==> config.mk <==
export PLATFORM = sky130hd
export DESIGN_NAME = associative_write_buffer_top
export DESIGN_NICKNAME = d
export VERILOG_FILES = /design/src/rtl/awb_pkg.sv /design/src/rtl/awb_mem.sv /design/src/rtl/awb_seq.sv /design/src/rtl/associative_write_buffer_top.sv
export SDC_FILE = /design/constraint.sdc
export NUM_CORES = 1
export LEC_CHECK = 0
export ABC_AREA = 0
export BUFFER_PORTS_ARGS = -buffer_cell sky130_fd_sc_hd__buf_2
export CAP_MARGIN = 20
export CORE_ASPECT_RATIO = 1.25
export CORE_MARGIN = 4
export CORE_UTILIZATION = 55
export CTS_CLUSTER_SIZE = 20
export DETAILED_ROUTE_END_ITERATION = 10
export PLACE_DENSITY = 0.73
export RECOVER_POWER = 50
export SLEW_MARGIN = 20
export SYNTH_ARGS = -nofsm -noshare
export SYNTH_HDL_FRONTEND = slang
export SYNTH_HIERARCHICAL = 1
export SYNTH_SLANG_ARGS = --single-unit
==> constraint.sdc <==
create_clock -name clk -period 9.3 [get_ports clk]
set_input_delay 1.395 -clock clk [delete_from_list [all_inputs] [get_ports clk]]
set_output_delay 1.395 -clock clk [all_outputs]
set_load 0.02 [all_outputs]
==> src/rtl/awb_pkg.sv <==
// Shared types and constants for the associative write buffer.
package awb_pkg;

	localparam int ADDR_W = 16;
	localparam int DATA_W = 16;
	localparam int OP_W   = 2;

	localparam logic [OP_W-1:0] OP_READ   = 2'd0;
	localparam logic [OP_W-1:0] OP_WRITE  = 2'd1;
	localparam logic [OP_W-1:0] OP_COMMIT = 2'd2;

	typedef struct packed {
		logic [ADDR_W-1:0] addr;
		logic [DATA_W-1:0] value;
	} entry_t;

	typedef struct packed {
		logic [DATA_W-1:0] read_value;
		logic              hit;
		logic              dropped;
		logic              mem_write_valid;
		logic [ADDR_W-1:0] mem_write_address;
		logic [DATA_W-1:0] mem_write_data;
		logic              last;
	} res_t;

endpackage

==> src/rtl/awb_mem.sv <==
// Slot storage: address and value per slot, one write and one registered read per cycle.
module awb_mem #(
	parameter int DEPTH = 16,
	parameter int IDX_W = 4
) (
	input  logic                  clk,
	input  logic                  wr_en,
	input  logic [IDX_W-1:0]      wr_idx,
	input  awb_pkg::entry_t       wr_data,
	input  logic                  rd_en,
	input  logic [IDX_W-1:0]      rd_idx,
	output awb_pkg::entry_t       rd_data
);
	import awb_pkg::*;

	entry_t mem_q [DEPTH];
	entry_t rd_data_q;

	always_ff @(posedge clk) begin
		if (wr_en) begin
			mem_q[wr_idx] <= wr_data;
		end
	end

	always_ff @(posedge clk) begin
		if (rd_en) begin
			rd_data_q <= mem_q[rd_idx];
		end
	end

	assign rd_data = rd_data_q;

endmodule

==> src/rtl/awb_seq.sv <==
// Sequencer: walks the slots with one shared address compare and drives the memory.
module awb_seq #(
	parameter int ENTRIES = 16,
	parameter int IDX_W   = 4
) (
	input  logic                          clk,
	input  logic                          arst_n,
	input  logic                          start,
	input  logic [awb_pkg::OP_W-1:0]      operation,
	input  logic [awb_pkg::ADDR_W-1:0]    address,
	input  logic [awb_pkg::DATA_W-1:0]    write_value,
	output logic                          busy,
	input  logic                          can_push,
	output logic                          push,
	output awb_pkg::res_t                 res
);
	import awb_pkg::*;

	typedef enum logic [2:0] {
		ST_IDLE,
		ST_LOOK,
		ST_CMP,
		ST_FIN,
		ST_CLOOK,
		ST_CEMIT
	} state_t;

	localparam logic [IDX_W-1:0] LAST_IDX = IDX_W'(ENTRIES - 1);

	state_t             state_q;
	logic [IDX_W-1:0]   cnt_q;
	logic [ENTRIES-1:0] valid_q;
	logic [OP_W-1:0]    op_q;
	logic [ADDR_W-1:0]  addr_q;
	logic [DATA_W-1:0]  wval_q;
	logic [DATA_W-1:0]  rval_q;
	logic               hit_q;
	logic [IDX_W-1:0]   hit_idx_q;
	logic               free_q;
	logic [IDX_W-1:0]   free_idx_q;

	logic               rd_en;
	logic               wr_en;
	logic [IDX_W-1:0]   wr_idx;
	entry_t             wr_data;
	entry_t             rd_data;
	logic [ENTRIES-1:0] others;

	awb_mem #(
		.DEPTH (ENTRIES),
		.IDX_W (IDX_W)
	) u_mem (
		.clk     (clk),
		.wr_en   (wr_en),
		.wr_idx  (wr_idx),
		.wr_data (wr_data),
		.rd_en   (rd_en),
		.rd_idx  (cnt_q),
		.rd_data (rd_data)
	);

	assign busy   = (state_q != ST_IDLE);
	assign others = valid_q & ~(ENTRIES'(1) << cnt_q);

	always_comb begin
		rd_en = ((state_q == ST_LOOK) || (state_q == ST_CLOOK)) && valid_q[cnt_q];
		wr_en = (state_q == ST_FIN) && can_push && (op_q == OP_WRITE) && (hit_q || free_q);
		wr_idx = hit_q ? hit_idx_q : free_idx_q;
		wr_data.addr  = addr_q;
		wr_data.value = wval_q;
	end

	always_comb begin
		push = 1'b0;
		res  = '0;
		unique case (state_q)
			ST_FIN: begin
				push     = can_push;
				res.last = 1'b1;
				case (op_q)
					OP_READ: begin
						res.hit        = hit_q;
						res.read_value = hit_q ? rval_q : '0;
					end
					OP_WRITE: begin
						res.hit     = hit_q;
						res.dropped = !hit_q && !free_q;
					end
					default: ;
				endcase
			end
			ST_CEMIT: begin
				push                  = can_push;
				res.mem_write_valid   = 1'b1;
				res.mem_write_address = rd_data.addr;
				res.mem_write_data    = rd_data.value;
				res.last              = (others == '0);
			end
			default: ;
		endcase
	end

	always_ff @(posedge clk or negedge arst_n) begin
		if (!arst_n) begin
			state_q    <= ST_IDLE;
			cnt_q      <= '0;
			valid_q    <= '0;
			op_q       <= OP_READ;
			addr_q     <= '0;
			wval_q     <= '0;
			rval_q     <= '0;
			hit_q      <= 1'b0;
			hit_idx_q  <= '0;
			free_q     <= 1'b0;
			free_idx_q <= '0;
		end else begin
			unique case (state_q)
				ST_IDLE: begin
					if (start) begin
						op_q   <= operation;
						addr_q <= address;
						wval_q <= write_value;
						cnt_q  <= '0;
						hit_q  <= 1'b0;
						free_q <= 1'b0;
						case (operation) inside
							OP_READ, OP_WRITE: state_q <= ST_LOOK;
							OP_COMMIT:         state_q <= (valid_q == '0) ? ST_FIN : ST_CLOOK;
							default:           state_q <= ST_FIN;
						endcase
					end
				end
				ST_LOOK: begin
					if (valid_q[cnt_q]) begin
						state_q <= ST_CMP;
					end else begin
						if (!free_q) begin
							free_q     <= 1'b1;
							free_idx_q <= cnt_q;
						end
						if (cnt_q == LAST_IDX) begin
							state_q <= ST_FIN;
						end else begin
							cnt_q <= cnt_q + 1'b1;
						end
					end
				end
				ST_CMP: begin
					if (rd_data.addr == addr_q) begin
						hit_q     <= 1'b1;
						hit_idx_q <= cnt_q;
						rval_q    <= rd_data.value;
						state_q   <= ST_FIN;
					end else if (cnt_q == LAST_IDX) begin
						state_q <= ST_FIN;
					end else begin
						cnt_q   <= cnt_q + 1'b1;
						state_q <= ST_LOOK;
					end
				end
				ST_FIN: begin
					if (can_push) begin
						if ((op_q == OP_WRITE) && !hit_q && free_q) begin
							valid_q[free_idx_q] <= 1'b1;
						end
						state_q <= ST_IDLE;
					end
				end
				ST_CLOOK: begin
					if (valid_q == '0) begin
						state_q <= ST_IDLE;
					end else if (valid_q[cnt_q]) begin
						state_q <= ST_CEMIT;
					end else if (cnt_q != LAST_IDX) begin
						cnt_q <= cnt_q + 1'b1;
					end
				end
				ST_CEMIT: begin
					if (can_push) begin
						valid_q[cnt_q] <= 1'b0;
						if (cnt_q != LAST_IDX) begin
							cnt_q <= cnt_q + 1'b1;
						end
						state_q <= (others == '0) ? ST_IDLE : ST_CLOOK;
					end
				end
				default: state_q <= ST_IDLE;
			endcase
		end
	end

endmodule

==> src/rtl/associative_write_buffer_top.sv <==
// Top level of the associative write buffer: sequencer plus output word register.
//
//  channel | dir | handshake           | words carried
//  in      | in  | in_valid, in_stall   | operation, address, write_value
//  out     | out | out_valid, out_stall | read_value, hit, dropped, mem_write_*, last
//
// Read or write: each valid slot costs a memory read and a compare on the single
// comparator, each free slot a step of its own, and a hit ends the scan early.
// Commit: walks the slots, emits one word per valid slot, then goes idle.
// in_stall is high while an item is in work; a stalled output holds the sequencer.
// Reset clears all slot valid bits; slot contents are never read before written.
module associative_write_buffer_top #(
	parameter int ENTRIES = 16
) (
	input  logic                          clk,
	input  logic                          arst_n,
	input  logic                          in_valid,
	output logic                          in_stall,
	input  logic [awb_pkg::OP_W-1:0]      operation,
	input  logic [awb_pkg::ADDR_W-1:0]    address,
	input  logic [awb_pkg::DATA_W-1:0]    write_value,
	output logic                          out_valid,
	input  logic                          out_stall,
	output logic [awb_pkg::DATA_W-1:0]    read_value,
	output logic                          hit,
	output logic                          dropped,
	output logic                          mem_write_valid,
	output logic [awb_pkg::ADDR_W-1:0]    mem_write_address,
	output logic [awb_pkg::DATA_W-1:0]    mem_write_data,
	output logic                          last
);
	import awb_pkg::*;

	localparam int IDX_W = (ENTRIES > 1) ? $clog2(ENTRIES) : 1;

	logic busy;
	logic can_push;
	logic push;
	res_t res;
	res_t out_q;
	logic out_valid_q;

	assign in_stall = busy;
	assign can_push = !out_valid_q || !out_stall;

	awb_seq #(
		.ENTRIES (ENTRIES),
		.IDX_W   (IDX_W)
	) u_seq (
		.clk         (clk),
		.arst_n      (arst_n),
		.start       (in_valid && !busy),
		.operation   (operation),
		.address     (address),
		.write_value (write_value),
		.busy        (busy),
		.can_push    (can_push),
		.push        (push),
		.res         (res)
	);

	always_ff @(posedge clk or negedge arst_n) begin
		if (!arst_n) begin
			out_valid_q <= 1'b0;
		end else if (push) begin
			out_valid_q <= 1'b1;
		end else if (!out_stall) begin
			out_valid_q <= 1'b0;
		end
	end

	always_ff @(posedge clk) begin
		if (push) begin
			out_q <= res;
		end
	end

	assign out_valid         = out_valid_q;
	assign read_value        = out_q.read_value;
	assign hit               = out_q.hit;
	assign dropped           = out_q.dropped;
	assign mem_write_valid   = out_q.mem_write_valid;
	assign mem_write_address = out_q.mem_write_address;
	assign mem_write_data    = out_q.mem_write_data;
	assign last              = out_q.last;

endmodule

# Yosys cells after proc, flatten, opt, wreduce, memory -nomap -nowiden
# Memories as Yosys holds them, arrays and structs flattened. A register that Yosys moved wholly into a read port is not among the register bits.
# Cells that the tools add are included.
[totals] reg_bits=136 ram_bits=512 in_bits=38 memories=1
[mem_list] name="u_seq.u_mem.mem_q" words=16 width=32 read_ports=1 rd_ports_with_merged_regs=1 wr=1 line_no="awb_mem.sv:16" text="entry_t mem_q [DEPTH];"
[classes] addsub=1 order_cmp=4 n_eq_ne=23 shift=1 n_mux=46 n_bitwise=7 n_reduce_logical=42
[op_table] cell="two-way mux 16 bit" count=3
[op_table] cell="two-way mux 3 bit" count=12
[op_table] cell="two-way mux 4 bit" count=9
[op_table] cell="two-way mux 33 bit" count=1
[op_table] cell="bitwise AND 16 bit" count=2
[op_table] cell="zero test 16 bit" count=2
[op_table] cell="NOT 16 bit" count=2
[op_table] cell="case mux 16 bit (2 select lines)" count=1
[op_table] cell="case mux 4 bit (5 select lines)" count=1
[op_table] cell="case mux 3 bit (6 select lines)" count=1
[op_table] cell="equality test 16 bit" count=1
[op_table] cell="bitwise OR 16 bit" count=1
[op_table] cell="<< shifter 1 x 4 -> 16 bit, first input constant" count=1
[op_table] cell="AND reduction 3 bit" count=4
[op_table] cell="two-way mux 1 bit" count=11
[op_table] cell="logical AND 1 bit" count=10
[op_table] cell="< comparator 4 x 5 -> 1 bit, second input constant" count=2
[op_table] cell="inequality test 2 x 1 -> 1 bit, second input constant" count=5
[op_table] cell="inequality test 2 bit, second input constant" count=5
[op_table] cell="demux 1 bit (select 4 bit)" count=2
[op_table] cell="greater-or-equal comparator 4 x 1 -> 1 bit, second input constant" count=2
[op_table] cell="AND reduction 2 bit" count=4
[op_table] cell="AND reduction 7 bit" count=1
[op_table] cell="equality test 3 x 2 -> 1 bit, second input constant" count=2
[op_table] cell="22 further kinds" count=39

# Depth between registers and ports, before layout
[depth] depth_word=8 depth_mapped=9 ltp_nobuf=8

# By module
# Netlist, hierarchy kept.
[modules_own_cells] module="awb_mem" instances=1 cells_per_inst=838 area_each_um2=20155.6
[modules_own_cells] module="awb_seq" instances=1 cells_per_inst=420 area_each_um2=4563.1
[modules_own_cells] module="associative_write_buffer_top" instances=1 cells_per_inst=56 area_each_um2=1604.0

# Least setup slack after synthesis
# No wires, ideal clock.
[synth_path] path_kind="register -> register" from="reg u_seq.cnt_q[0]" to="reg u_seq.cnt_q[0]" setup_time_ns=0.125 t_arrival_ns=5.062 path_slack_ns=4.113 stages_incl_launch_ff=7 path_buffers=1 synth_period_minus_slack_ns=5.187 cell_sequence="dfrtp_1 -> buf_6 -> mux4_2 -> o22ai_2 -> nor4_1 -> or3b_4 -> mux2_4"
[synth_via] elab_chain_len=5
[synth_rtl] item="from (decl)" line_no="awb_seq.sv:31" text="logic [IDX_W-1:0] cnt_q;"
[synth_rtl] item="from (signal assigned)" line_no="awb_seq.sv:144" text="cnt_q <= cnt_q + 1'b1;"
[synth_rtl] item="from (signal assigned)" line_no="awb_seq.sv:157" text="cnt_q <= cnt_q + 1'b1;"
[synth_rtl] item="from (signal assigned)" line_no="awb_seq.sv:175" text="cnt_q <= cnt_q + 1'b1;"
[synth_rtl] item="adder 4 x 1 -> 4 bit / inequality test 4 bit (equally long branches)"
[synth_rtl] item="two-way mux 4 bit" line_no="awb_seq.sv:174, awb_seq.sv:181"
[synth_rtl] item="two-way mux 4 bit" line_no="awb_seq.sv:172" text="end else if (valid_q[cnt_q]) begin"
[synth_rtl] item="two-way mux 4 bit" line_no="awb_seq.sv:170" text="if (valid_q == '0) begin"
[synth_rtl] item="case mux 4 bit (5 select lines)" line_no="awb_seq.sv:117" text="unique case (state_q)"
# Parallel ways exist; a longest one is shown, timed or not. The select of a mux whose other input is x is not followed.
# A chain may end at the register's enable or synchronous reset.

==> flow_summary.yaml <==
worst_setup_path:
  cp_cell_sequence: "clkbuf_1 > clkbuf_1"
  start_kind: "input port"
  crit_family: "buffers and inverters"
  critical_path_arrival_ns: 5.17
  cp_common_cell: "clkbuf_1"
  path_class: "in -> async"
  worstPathMaxFanout: 53
  cp-end-kind: "asynchronous set/reset pin"
  required_ns: 8.85
  crit_buf_inv: 2
  critPathSlowestCell: "clkbuf_1"
  slowest_delay_ns: 2.32
sta:
  finalHoldViolCount: 0
  slew_headroom: -1.099
  rsz0062_at_grt: "false"
  layout_min_cycle_time_ns: 5.620
  fmax_mhz: 177.9
  period_share: 0.6043
  tightest_slew_ns: 3.149
  slew_violations: 159
  setup_viol: 0
  fin_setup_tns_ns: 0
  clock_skew_ns: 0.02348
synthesis:
  ys_ff_latch: 680
  ys_seq_area_frac: 0.7598
  avgSynthCellArea_um2: 20.03
  synth_edf_count: 596
  ys_types: 54
  synthCells: 1314
  synth.net_count: 1358
  yosysWarnings: 6
  synth_ff_type: "edfxtp_1"
  syn_area_mm2: 0.02632
  async_reset_ff_frac: 0.1235
die:
  rows: 89
  floorplan.initialDensity: 0.5562
  dieHeight_um: 252.6
  core_mm2: 0.04733
  io_pins: 92
  fp.dieW_um: 203.7
  die_area_mm2: 0.05145
cts:
  cts_setup_buffers: 0
  ctsHoldBuffers: 0
  cts_tree: "built"
  clk_latency_ns: 0.60
  cts_made_buffers: 67
  clk_pin_slew_ns: 0.06
  htreeDepth: 3
  clock_sinks: 680
  clockRootBuffer: "clkbuf_16"
  clk_path_buf_depth: 3
  cts_resized: 0
run:
  drv_cap: 5
routing:
  drt_pass1_iterations: 5
  drc_errors: 0
  routed_wl_um: 55160
  wl_per_cell_um: 25.98
  num_vias: 13130
  via_per_inst: 6.183
  drt_first_iter_violations: 1404
  antenna_left: 0
finish:
  drive_gt1_frac: 0.2658
  stdcell_area_mm2: 0.02984
  num-fill-cells: 3143
  regArea_mm2: 0.02001
  fin_nets: 1482
  multi_input_area_mm2: 0.006098
  syn_to_final_growth_pct: 13.35
  antenna_cells: 0
placed_design:
  dpl.hpwl_um: 31570
  dpl_cell_area_mm2: 0.02770
  gp_congestion: 0.9278
  io_buffers: 91
power:
  power.share.sequential: 0.502
  p_leak_nw: 9.885
  internal_power_w: 0.006440
  p_switching_w: 0.002631
  p_comb_frac: 0.203
  swShare: 0.2900
  clockPowerShare: 0.294
  power_density_mw_per_mm2: 304.0
  peakVddDrop_v: 0.0001545
grt:
  grt_antenna_before_repair: 0
  grt_pass1_vias: 13520
  grt_usage: 0.2189
  grt.overflow.total: 0
  grt_pass1_wl_um: 84540
  grt_max_degree: 56
worst_hold_path:
  min_path_type: "reg -> reg"
run_status:
  violations: "capacitance limit, slew limit"
  status: "complete, but fails checks"
## power groups by stage
stage	sequential, W	clock [W]	combinational [W]
6_report	0.00456	0.00267	0.00184
5_1_grt	0.00463	0.00285	0.00199
4_1_cts	0.00456	0.00272	0.00188
3_5_place_dp	0.00462	0	0.00187
3_3_place_gp	0.00459	0	0.00184
2_1_floorplan	0.00444	0	0.00136
## registers in the layout (all words and copies together), names as in the netlist
name and count:
mem_write_data 16, dropped 1, u_seq/free_idx_q 4, out_valid 1, mem_write_valid 1, mem_write_address 16, hit 1, u_seq/u_mem/mem_q 512
u_seq/op_q 2, u_seq/state_q 3, u_seq/addr_q 16, u_seq/hit_q 1, u_seq/valid_q 16, u_seq/u_mem/rd_data 32, u_seq/hit_idx_q 4, u_seq/wval_q 16
read_value 16, u_seq/free_q 1, last 1, u_seq/cnt_q 4, u_seq/rval_q 16
## routing by layer
| metal | wire length (um) | vias to the layer above | GRT usage |
|---|---|---|---|
| li1 | - | 5588 | - |
| met1 | 22070 | 6898 | 0.3104 |
| met2 | 28150 | 562 | 0.3616 |
| met3 | 3898 | 78 | 0.03337 |
| met4 | 1040 | 0 | 0.06324 |
| met5 | 0 | - | 0 |
## synth_stat cells (3+ instances only)
cell type / instances / area, um^2
and2_1: 52 / 325.3
nor2_1: 28 / 105.1
nor2b_1: 11 / 68.82
mux2i_1: 5 / 50.05
ha_1: 6 / 75.07
a22oi_1: 64 / 480.5
nor3_1: 8 / 40.04
a22o_1: 6 / 52.55
nand4_1: 4 / 25.02
nand2_1: 53 / 198.9
clkbuf_1: 29 / 108.9
mux2_4: 3 / 45.04
nand3b_1: 4 / 30.03
buf_1: 13 / 48.80
nor4_1: 8 / 50.05
buf_4: 10 / 75.07
o21ai_0: 13 / 65.06
xor2_1: 12 / 105.1
inv_1: 11 / 41.29
and3_1: 9 / 56.30
nand3_1: 15 / 75.07
xnor2_1: 6 / 52.55
a31oi_1: 3 / 18.77
dfrtp_1: 84 / 2102
o2bb2ai_1: 4 / 35.03
o31ai_1: 3 / 22.52
buf_2: 13 / 65.06
mux2_2: 61 / 686.9
a21oi_1: 10 / 50.05
edfxtp_1: 596 / 17900
a32o_1: 6 / 60.06
nor4b_1: 4 / 35.03
nand2b_1: 6 / 37.54
mux4_2: 130 / 2928
## area by class of cell
class	instances	share of cell area
clock buffer	98	0.06420
clock inverter	19	0.008555
inverter	12	0.001510
multi-input combinational	555	0.2044
sequential	680	0.6705
tap	637	0.02671
timing repair buffer	122	0.02411
## logic make-up after synthesis
kind of cell,share of synthesized area
XOR/XNOR,0.005989
AND/OR/NAND/NOR,0.04287
adder cells (fa/ha/maj),0.002852
AO/OA/AOI/OAI,0.03370
multiplexers,0.1409
flip-flops,0.7598
buffers and inverters,0.01388
## cells in the final DEF (no fill, tap or decap), types with 5 or more instances in the layout
cell type | synthesis | routed
nor2_4 | 0 | 13
nand2b_1 | 6 | 6
inv_1 | 11 | 11
edfxtp_1 | 596 | 596
nor2_1 | 28 | 15
a21oi_1 | 10 | 10
buf_4 | 10 | 20
clkinv_2 | 0 | 6
mux2i_1 | 5 | 5
a22oi_1 | 64 | 64
clkbuf_1 | 29 | 62
nor2b_1 | 11 | 9
mux4_2 | 130 | 130
buf_2 | 13 | 54
dfrtp_1 | 84 | 82
nand3_1 | 15 | 15
nor4_1 | 8 | 7
xnor2_1 | 6 | 6
a32o_1 | 6 | 6
xor2_1 | 12 | 12
and2_1 | 52 | 6
clkbuf_16 | 0 | 69
ha_1 | 6 | 6
clkbuf_8 | 0 | 8
nand2_1 | 53 | 53
mux2_2 | 61 | 61
bufinv_16 | 0 | 6
a22o_1 | 6 | 6
and3_1 | 9 | 9
and2_0 | 0 | 45
o21ai_0 | 13 | 13
## per-stage QoR
| stage | std cells | total power [W] | hold WS (ns) | setup WS, ns | utilization |
|---|---|---|---|---|---|
| 6_report | 2123 | 0.009071 | 0.4872 | 3.680 | 0.6305 |
| 3_3_place_gp | 2000 | 0.006427 | 0.4589 | 5.162 | 0.5833 |
| 5_1_grt | 2123 | 0.009468 | 0.5115 | 2.707 | 0.6305 |
| 3_5_place_dp | 2004 | 0.006493 | 0.4729 | 5.116 | 0.5853 |
| 4_1_cts | 2121 | 0.009163 | 0.4870 | 5.137 | 0.6311 |
| 2_1_floorplan | 1314 | 0.005805 | 0.4444 | 4.113 | - |
## worst paths after layout
check                                               startpoint                             end  slack [ns]  cells after the start
worst max-delay path                                    arst_n      u_seq/cnt_q[0]$_DFFE_PN0P_        3.68                      2
worst min-delay path            u_seq/hit_idx_q[2]$_DFFE_PN0P_  u_seq/hit_idx_q[2]$_DFFE_PN0P_        0.49                      2
worst max register to register    u_seq/state_q[2]$_DFFE_PN0P_   u_seq/valid_q[12]$_DFFE_PN0P_        5.21                      7
worst min register to register  u_seq/hit_idx_q[2]$_DFFE_PN0P_  u_seq/hit_idx_q[2]$_DFFE_PN0P_        0.49                      2
max in group clk                  u_seq/state_q[2]$_DFFE_PN0P_   u_seq/valid_q[12]$_DFFE_PN0P_        5.21                      7
min in group asynchronous                               arst_n     u_seq/rval_q[4]$_DFFE_PN0P_        1.38                      1
No activity file was read; power rests on OpenSTA's default activity.
